<file path="src/sv/tmscan_pkg.sv">
// shared types and constants of the timer expiry scan unit
`timescale 1ns / 1ps

package tmscan_pkg;

   localparam int unsigned COUNT_W    = 32;
   localparam int unsigned MASK_W     = 16;
   localparam int unsigned INDEX_W    = 4;
   localparam int unsigned OP_W       = 2;
   localparam int unsigned IDX_CMP_W  = 7;
   localparam int unsigned REQ_DATA_W = 40;
   localparam int unsigned RSP_DATA_W = 16;

   typedef enum logic [OP_W-1:0] {
      OP_TICK  = 2'd0,
      OP_START = 2'd1,
      OP_STOP  = 2'd2,
      OP_SCAN  = 2'd3
   } op_type;

   typedef struct packed {
      logic               running;
      logic               periodic;
      logic [COUNT_W-1:0] period;
      logic [COUNT_W-1:0] start;
   } timer_type;

   typedef struct packed {
      logic      shift;
      logic      load;
      logic      clear;
      timer_type load_value;
   } cell_ctrl_type;

endpackage

</file>
<file path="src/sv/tmscan_cell.sv">
// one timer slot of the rotating ring
`timescale 1ns / 1ps

module tmscan_cell
   import tmscan_pkg::*;
(
   input  logic          clock,
   input  logic          reset,
   input  cell_ctrl_type ctrl,
   input  timer_type     from_next,
   output timer_type     timer
);

   timer_type timer_ff;
   timer_type timer_in;

   always_comb begin
      timer_in = timer_ff;
      if (ctrl.shift) begin
         timer_in = from_next;
      end else if (ctrl.load) begin
         timer_in = ctrl.load_value;
      end else if (ctrl.clear) begin
         timer_in.running = 1'b0;
         timer_in.start   = '0;
      end
   end

   always_ff @(posedge clock) begin
      if (reset) begin
         timer_ff <= '0;
      end else begin
         timer_ff <= timer_in;
      end
   end

   assign timer = timer_ff;

endmodule

</file>
<file path="src/sv/tmscan_eval.sv">
// expiry check and reload of the timer leaving the head of the ring
`timescale 1ns / 1ps

module tmscan_eval
   import tmscan_pkg::*;
(
   input  timer_type          timer_cur,
   input  logic [COUNT_W-1:0] now,
   output timer_type          timer_upd,
   output logic               fired
);

   logic [COUNT_W-1:0] elapsed;
   logic [COUNT_W-1:0] next_start;

   assign elapsed    = now - timer_cur.start;
   assign next_start = timer_cur.start + timer_cur.period;
   assign fired      = timer_cur.running && (elapsed > timer_cur.period);

   always_comb begin
      timer_upd = timer_cur;
      if (fired) begin
         if (timer_cur.periodic) begin
            timer_upd.start = next_start;
         end else begin
            timer_upd.running = 1'b0;
            timer_upd.start   = '0;
         end
      end
   end

endmodule

</file>
<file path="src/sv/multi_timer_expiry_scan_unit.sv">
// top level of the timer expiry scan unit
// tick, start and stop beats return nothing
// a scan rotates the ring of NUM_TIMERS cells once, one timer checked per cycle,
// then offers the registered mask as the response from ST_DONE, waiting there while
// the previous response is stalled; the next beat is taken once the state is ST_IDLE again
// synchronous reset clears the counter, every timer and the output valid
`timescale 1ns / 1ps

module multi_timer_expiry_scan_unit
   import tmscan_pkg::*;
#(
   parameter int unsigned NUM_TIMERS = 16
)(
   input  logic                  clock,
   input  logic                  reset,
   input  logic                  req_tvalid,
   output logic                  req_tready,
   // timer_index [3:0], periodic [4], period [36:5]
   input  logic [REQ_DATA_W-1:0] req_tdata,
   // op [1:0]
   input  logic [OP_W-1:0]       req_tuser,
   output logic                  rsp_tvalid,
   input  logic                  rsp_tready,
   // fired_mask [15:0]
   output logic [RSP_DATA_W-1:0] rsp_tdata
);

   localparam int unsigned CNT_W = (NUM_TIMERS > 1) ? $clog2(NUM_TIMERS) : 1;

   typedef enum logic [2:0] {
      ST_IDLE = 3'b001,
      ST_SCAN = 3'b010,
      ST_DONE = 3'b100
   } state_type;

   state_type          state_ff, state_in;
   logic [COUNT_W-1:0] tick_ff, tick_in;
   logic [CNT_W-1:0]   cnt_ff, cnt_in;
   logic [MASK_W-1:0]  mask_ff, mask_in;
   logic               rsp_valid_ff, rsp_valid_in;
   logic [MASK_W-1:0]  rsp_data_ff, rsp_data_in;

   logic               accept;
   op_type             op;
   logic [INDEX_W-1:0] req_index;
   logic               req_periodic;
   logic [COUNT_W-1:0] req_period;
   logic               out_free;

   timer_type          chain [NUM_TIMERS];
   timer_type          eval_out;
   logic               eval_fired;
   timer_type          load_value;

   assign op           = op_type'(req_tuser);
   assign req_index    = req_tdata[3:0];
   assign req_periodic = req_tdata[4];
   assign req_period   = req_tdata[36:5];

   assign req_tready = (state_ff == ST_IDLE);
   assign accept     = req_tvalid && req_tready;
   assign out_free   = !rsp_valid_ff || rsp_tready;

   assign load_value = '{running: 1'b1, periodic: req_periodic,
                         period: req_period, start: tick_ff};

   tmscan_eval u_eval (
      .timer_cur (chain[0]),
      .now       (tick_ff),
      .timer_upd (eval_out),
      .fired     (eval_fired)
   );

   for (genvar k = 0; k < NUM_TIMERS; k++) begin : g_cell
      cell_ctrl_type ctrl;
      timer_type     from_next;
      logic          hit;

      assign hit = (IDX_CMP_W'(req_index) == IDX_CMP_W'(k));
      assign ctrl.shift      = (state_ff == ST_SCAN);
      assign ctrl.load       = accept && (op == OP_START) && hit;
      assign ctrl.clear      = accept && (op == OP_STOP) && hit;
      assign ctrl.load_value = load_value;

      if (k == NUM_TIMERS - 1) begin : g_tail
         assign from_next = eval_out;
      end else begin : g_body
         assign from_next = chain[k+1];
      end

      tmscan_cell u_cell (
         .clock     (clock),
         .reset     (reset),
         .ctrl      (ctrl),
         .from_next (from_next),
         .timer     (chain[k])
      );
   end

   always_comb begin
      state_in     = state_ff;
      tick_in      = tick_ff;
      cnt_in       = cnt_ff;
      mask_in      = mask_ff;
      rsp_valid_in = rsp_valid_ff;
      rsp_data_in  = rsp_data_ff;

      if (rsp_valid_ff && rsp_tready) begin
         rsp_valid_in = 1'b0;
      end

      unique case (state_ff)
         ST_IDLE: begin
            if (accept) begin
               if (op == OP_TICK) begin
                  tick_in = tick_ff + COUNT_W'(1);
               end else if (op == OP_SCAN) begin
                  cnt_in   = '0;
                  mask_in  = '0;
                  state_in = ST_SCAN;
               end
            end
         end
         ST_SCAN: begin
            for (int b = 0; b < MASK_W; b++) begin
               if (eval_fired && (IDX_CMP_W'(cnt_ff) == IDX_CMP_W'(b))) begin
                  mask_in[b] = 1'b1;
               end
            end
            cnt_in = cnt_ff + CNT_W'(1);
            if (cnt_ff == CNT_W'(NUM_TIMERS - 1)) begin
               state_in = ST_DONE;
            end
         end
         ST_DONE: begin
            if (out_free) begin
               rsp_valid_in = 1'b1;
               rsp_data_in  = mask_ff;
               state_in     = ST_IDLE;
            end
         end
         default: begin
            state_in = ST_IDLE;
         end
      endcase
   end

   always_ff @(posedge clock) begin
      if (reset) begin
         state_ff     <= ST_IDLE;
         tick_ff      <= '0;
         cnt_ff       <= '0;
         rsp_valid_ff <= 1'b0;
      end else begin
         state_ff     <= state_in;
         tick_ff      <= tick_in;
         cnt_ff       <= cnt_in;
         rsp_valid_ff <= rsp_valid_in;
      end
   end

   always_ff @(posedge clock) begin
      mask_ff     <= mask_in;
      rsp_data_ff <= rsp_data_in;
   end

   assign rsp_tvalid = rsp_valid_ff;
   assign rsp_tdata  = rsp_data_ff;

endmodule

</file>
<file path="config.mk">
export PLATFORM = sky130hd
export DESIGN_NAME = multi_timer_expiry_scan_unit
export DESIGN_NICKNAME = d
export VERILOG_FILES = /design/src/sv/tmscan_pkg.sv /design/src/sv/tmscan_cell.sv /design/src/sv/tmscan_eval.sv /design/src/sv/multi_timer_expiry_scan_unit.sv
export SDC_FILE = /design/constraint.sdc
export NUM_CORES = 2
export LEC_CHECK = 0
export ABC_AREA = 1
export BUFFER_PORTS_ARGS = -buffer_cell sky130_fd_sc_hd__buf_2
export CAP_MARGIN = 15
export CORE_ASPECT_RATIO = 1.75
export CORE_MARGIN = 4
export CORE_UTILIZATION = 35
export DETAILED_ROUTE_END_ITERATION = 16
export PLACE_DENSITY = 0.6
export SKIP_CTS_REPAIR_TIMING = 1
export SLEW_MARGIN = 15
export SYNTH_ARGS = -nofsm -noshare
export SYNTH_HDL_FRONTEND = slang
export SYNTH_SLANG_ARGS = --single-unit
export TNS_END_PERCENT = 5
</file>
<file path="constraint.sdc">
create_clock -name clock -period 4.7 [get_ports clock]
set_input_delay 0.47 -clock clock [delete_from_list [all_inputs] [get_ports clock]]
set_output_delay 0.47 -clock clock [all_outputs]
set_load 0.01 [all_outputs]
</file>
== Word-level counts from Yosys, hierarchy flattened ==
Cells that the tools add are included.

* Register bits after elaboration: 1128
* Logic and storage cells: 391

* Add/subtract/negate cells: 4
* Order comparisons: 1
* Equal/unequal tests: 57
* Muxes and demuxes: 133
* Reductions and logical operators: 111

{| class="wikitable"
|+ Operators by type and width
! kind !! count
|-
| 32-bit two-way mux || 34
|-
| 66-bit two-way mux || 16
|-
| 33-bit two-way mux || 16
|-
| 5-bit AND reduction || 17
|-
| 4-bit == test (second input constant) || 16
|-
| 1-bit logical AND || 53
|-
| 1-bit two-way mux || 53
|-
| 16-bit two-way mux || 3
|-
| 3-bit nonzero test || 16
|-
| 2-bit by 1-bit != test with 1-bit output (second input constant) || 19
|-
| 2-bit nonzero test || 17
|-
| 32-bit by 1-bit adder with 32-bit output (second input constant) || 1
|-
| 32-bit adder || 1
|-
| 4-bit by 3-bit == test with 1-bit output (second input constant) || 8
|-
| 32-bit > comparator || 1
|-
| 16-bit one-hot mux with 2 select lines || 1
|-
| 32-bit subtractor || 1
|-
| 4-bit by 2-bit == test with 1-bit output (second input constant) || 4
|-
| 3-bit two-way mux || 5
|-
| 4-bit two-way mux || 3
|-
| 3-bit one-hot mux with 3 select lines || 1
|-
| 4-bit by 1-bit == test with 1-bit output (second input constant) || 2
|-
| 4-bit logical NOT || 2
|-
| 4-bit one-hot mux with 2 select lines || 1
|-
| 13 further kinds || 15
|}

== Logic depth before layout (Yosys ltp) ==
* Depth after elaboration: 7
* Gate-level depth with buffers: 31
* Gate-level depth less buffers: 29

== Modules after synthesis ==
A second synthesis with hierarchy kept.

* Cell total of the unflattened synthesis: 10871
* Area, all modules: 64967.3 um2

{| class="wikitable"
|+ By module, submodules not included
! module !! instances !! cells each !! area an instance (um2) !! sequential area each (um2)
|-
| tmscan_cell || 16 || 576 || 3458.3 || 1321.3
|-
| tmscan_eval || 1 || 1153 || 5965.7 || 0.0
|-
| multi_timer_expiry_scan_unit || 1 || 502 || 3668.5 || 1761.7
|}

== Worst setup path after synthesis ==
No wires, ideal clock.

* Path kind: flip-flop to flip-flop
* Start: register tick_ff[0]
* End: register mask_ff[4], enable pin
* Setup time: 0.304 ns
* Arrival time: 4.138 ns
* Slack: 0.258 ns
* Cell stages (with the launch flop): 31
* Clock period less this slack: 4.442 ns
* Cell sequence: dfxtp_1 -> inv_1 -> clkbuf_1 -> buf_1 -> ha_1 -> inv_1 -> fa_1 -> nand3_1 -> nand2_1 -> nand2_1 -> nand2_1 -> inv_1 -> o21ai_0 -> a21oi_1 -> inv_1 -> nand4_1 -> nand2_1 -> nand2_1 -> nand2_1 -> ha_1 -> nand2_1 -> nor2_1 -> nand4_1 -> nor2_1 -> nand2_1 -> nand2_2 -> nand3_2 -> nand2_1 -> nand2_2 -> buf_2 -> a21oi_1

* Cells in the longest elaborated chain, start to end: 6

{| class="wikitable"
|+ RTL lines
! what !! line !! source
|-
| start: declaration || multi_timer_expiry_scan_unit.sv:37 || <nowiki>logic [COUNT_W-1:0] tick_ff, tick_in;</nowiki>
|-
| start signal: assignment || multi_timer_expiry_scan_unit.sv:156 || <nowiki>tick_ff <= tick_in;</nowiki>
|-
| 32-bit subtractor || tmscan_eval.sv:16 || <nowiki>assign elapsed = now - timer_cur.start;</nowiki>
|-
| 32-bit > comparator || tmscan_eval.sv:18 || <nowiki>assign fired = timer_cur.running && (elapsed > timer_cur.period);</nowiki>
|-
| 1-bit logical AND || tmscan_eval.sv:18 ||
|-
| 1-bit logical AND || multi_timer_expiry_scan_unit.sv:126 || <nowiki>if (eval_fired && (IDX_CMP_W'(cnt_ff) == IDX_CMP_W'(b))) begin</nowiki>
|-
| 2-bit by 1-bit != test with 1-bit output (no source line) || - ||
|-
| 5-bit AND reduction (no source line) || - ||
|-
| end signal: assignment || multi_timer_expiry_scan_unit.sv:163 || <nowiki>mask_ff <= mask_in;</nowiki>
|-
| end: declaration || multi_timer_expiry_scan_unit.sv:39 || <nowiki>logic [MASK_W-1:0] mask_ff, mask_in;</nowiki>
|}

No other way between the ends.
A chain may end at the register's enable or synchronous reset.

== Worst setup path in the final report ==
* Start: register g_cell[0].u_cell.timer_ff (netlist bit g_cell[0].u_cell.timer[2])
* End: register mask_ff[10], enable pin

* Cells in the longest elaborated chain, start to end: 6

{| class="wikitable"
|+ RTL lines
! what !! line !! source
|-
| start: declaration || tmscan_cell.sv:14 || <nowiki>timer_type timer_ff;</nowiki>
|-
| start signal: assignment || tmscan_cell.sv:33 || <nowiki>timer_ff <= timer_in;</nowiki>
|-
| 32-bit subtractor || tmscan_eval.sv:16 ||
|-
| 32-bit > comparator || tmscan_eval.sv:18 ||
|-
| 1-bit logical AND || tmscan_eval.sv:18 ||
|-
| 1-bit logical AND || multi_timer_expiry_scan_unit.sv:126 ||
|-
| 2-bit by 1-bit != test with 1-bit output (no source line) || - ||
|-
| 5-bit AND reduction (no source line) || - ||
|}

No other way between the ends.

==> results.cfg <==
[cts]
cts-root-buf = clkbuf_16
htreeDepth = 3
cts_buffer_depth = 3
clk_pin_slew_ps = 70
cts_tree = built
worstSkewPairLatency_ps = 730
numCtsBuffers = 101
clock_sinks = 1128

[timing]
post-route-period-util = 0.947
hold_viol = 0
rsz0062_at_grt = yes
skew_ps = 34.9
period_minus_slack_ps = 4450
drv_slew = 0
tightest_slew_ps = 1170
tns_ps = 0
finalSetupViolations = 0
slew_headroom = 0.222
timing.fmax_mhz = 225

[die]
rows = 182
io_pins = 64
start_util = 0.353
dieArea_um2 = 148000
core_um2 = 141000
die_h_um = 507
die_x_um = 293

[synth]
yosys-top-cells-area = dfxtp_1 (44%), nand2_1 (12%), a21oi_1 (9.7%), a31oi_1 (8.0%), o21ai_0 (6.1%)
synth-simple-area-share = 0.194
syn_inst = 6784
synth.most_common_cell = nand2_1
muxShareOfSynthArea = 0
synth_nets = 6931
yosysTopAreaCellShare = 0.441
yosysTopAreaCell = dfxtp_1
async_reset_ff_frac = 0
synth_top_flop_cell = dfxtp_1
synth-seq-cells = 1128
synth_compound_area_frac = 0.245
yosys.cell_types.count = 44
syn_area_um2 = 49700
yosysWarnings = 0
yosys-top-cells-count = nand2_1 (1618), dfxtp_1 (1096), a21oi_1 (960), a31oi_1 (640), o21ai_0 (603)
synth_top_family_by_area = compound AO/OA/AOI/OAI gates
synth.yosys.seq_area_share = 0.460
avgSynthCellArea_um2 = 7.33
synth-edff-count = 32
synth-xor-area-share = 0.00757
synthAdderAreaFrac = 0.0257

[place]
place_inst = 8322
gp_congestion = 0.951
port_buffers = 60
dp_hpwl_um = 106000

[worst_setup_path]
endpoint = mask_ff[10]$_DFFE_PP_
startpoint = g_cell[0].u_cell.timer[2]$_SDFFE_PP0P_
worstReg2RegEnd = mask_ff[10]$_DFFE_PP_
worstRegToRegCells = 25
crit_path_start_kind = register
r2r_setup_slack_ps = 250
cp_max_fo = 16
crit_path_end_kind = register
cp_data_arrival_time_ps = 4890
cp_slowest_stage_delay_ps = 350
crit_buf_inv = 8
crit_family = simple AND/OR/NAND/NOR gates
worstPathRequired_ps = 5140
r2r-start = g_cell[0].u_cell.timer[2]$_SDFFE_PP0P_
critical_path_depth = 25
cpMostUsedCell = buf_4
cp_slowest_cell = ha_1
path_class = register to register

[cells_and_area]
fillCellCount = 14400
drive_gt1_frac = 0.0746
syn_to_final_growth_pct = 11.1
stdcell_count = 8515
nNetsFinal = 6732

[route]
wl_per_cell_um = 18.7
vias = 45900
drtIter0Drc = 4029
wirelength_um = 159000
drc = 0
drtAntennaViolNets = 0
dr.pass1.iters = 6
vias_per_cell = 5.39

[power]
p_leak_nw = 19.1
ir_worst_vdd_v = 0.000293
power.density_nw_per_um2 = 357

[global_routing]
grtUsageTotal = 0.207
grt_max_degree = 276
grt_pass1_vias = 43300
gr-total-overflow = 0
grt_pass1_wl_um = 248000
antenna_found_initial = 7

[worst_hold_path]
hold_path.class = input port to register
min_from = rsp_tready

[status]
status = complete, no violations

[job]
cap_violations = 0
[tightest hold or removal path, cell delays in order]
cell and delay, ps:
buf_2 90, nor2_1 90, nor2_1 120, nor2_1 40
[final cells by class]
cell class / instances / area (um^2) / share of cell area
clock inverters: 59 / 763 / 0.0138
diodes: 3 / 7.51 / 0.000136
flip-flops and latches: 1128 / 22900 / 0.415
inverters: 270 / 1020 / 0.0186
well taps: 1840 / 2300 / 0.0417
repair buffers: 239 / 1760 / 0.0318
multi-input cells: 4845 / 23600 / 0.427
clock buffers: 131 / 2870 / 0.0520
[logic make-up after synthesis]
group                      after synthesis
and+or+nand+nor                       2452
AOI/OAI and AO/OA                     2249
DFF                                   1128
buffers and inverters                  811
adders and majority gates              101
xor gates and xnor gates                43
[metrics by stage]
step / setup slack, ps / total power, mW / utilization / hold slack (ps) / instance area, um^2
after detailed placement: -170 / 10.8 / 0.366 / 408 / 51600
after global routing: -32.5 / 20.3 / 0.392 / 155 / 55200
after floorplan: 258 / 10.5 / - / 400 / 49700
after global placement: -176 / 10.8 / 0.366 / 406 / 51600
final: 247 / 19.7 / 0.392 / 132 / 55200
after CTS: -201 / 19.9 / 0.392 / 98.7 / 55200
[how the worst min path moves through the flow]
| stage | endpoint | slack, ps | cells past startpoint |
|---|---|---|---|
| after floorplan | rsp_tdata[0]$_DFFE_PP_ | 400 | 0 |
| after global placement | rsp_tdata[13]$_DFFE_PP_ | 410 | 0 |
| after detailed placement | rsp_tdata[11]$_DFFE_PP_ | 410 | 0 |
| after CTS | rsp_tvalid$_SDFF_PP0_ | 100 | 4 |
| after global routing | state_ff[2]$_SDFFE_PP0P_ | 150 | 4 |
| final | rsp_tvalid$_SDFF_PP0_ | 130 | 4 |
[placed cells by master (no fill, tap or decap), types with 8 or more instances in the layout]
cell	netlist	layout
buf_2	152	59
o21bai_1	9	9
a21oi_1	960	958
a21oi_2	14	9
nand2_1	1618	1612
clkinv_2	0	22
clkinvlp_4	0	11
nor2_1	590	589
o21ai_0	603	600
or2_2	11	11
nand2_2	23	28
inv_1	246	247
ha_1	99	99
edfxtp_1	32	32
xnor2_1	12	12
buf_4	17	170
nand3_1	115	115
clkbuf_16	0	102
clkinv_1	16	16
nor3_1	39	38
a21o_1	9	9
nand4_1	29	29
bufinv_16	0	14
dfxtp_1	1096	1096
buf_12	0	8
xor2_1	31	31
clkbuf_1	350	8
a31oi_1	640	640
nor4_1	10	9
clkbuf_8	0	21
[where the power goes]
group          leakage, nW  switching [mW]  internal (mW)
clock network         1.78            3.97           5.14
registers             9.11          0.0630           9.72
logic                 8.24           0.617          0.215
[metal layers]
metal  up-vias  global-route usage  wire length, um
li1      22700                   -                -
met1     21700               0.235            62500
met2      1129               0.382            82600
met3       324              0.0222             6270
met4         8               0.101             8100
met5         -                   0               42
[sequential cells by signal (all words and copies together) (netlist names)]
signal / cells
cnt_ff: 4
g_cell.u_cell.timer: 1056
mask_ff: 16
rsp_tdata: 16
rsp_tvalid: 1
state_ff: 3
tick_ff: 32
Power figures use the tool's default switching activity.
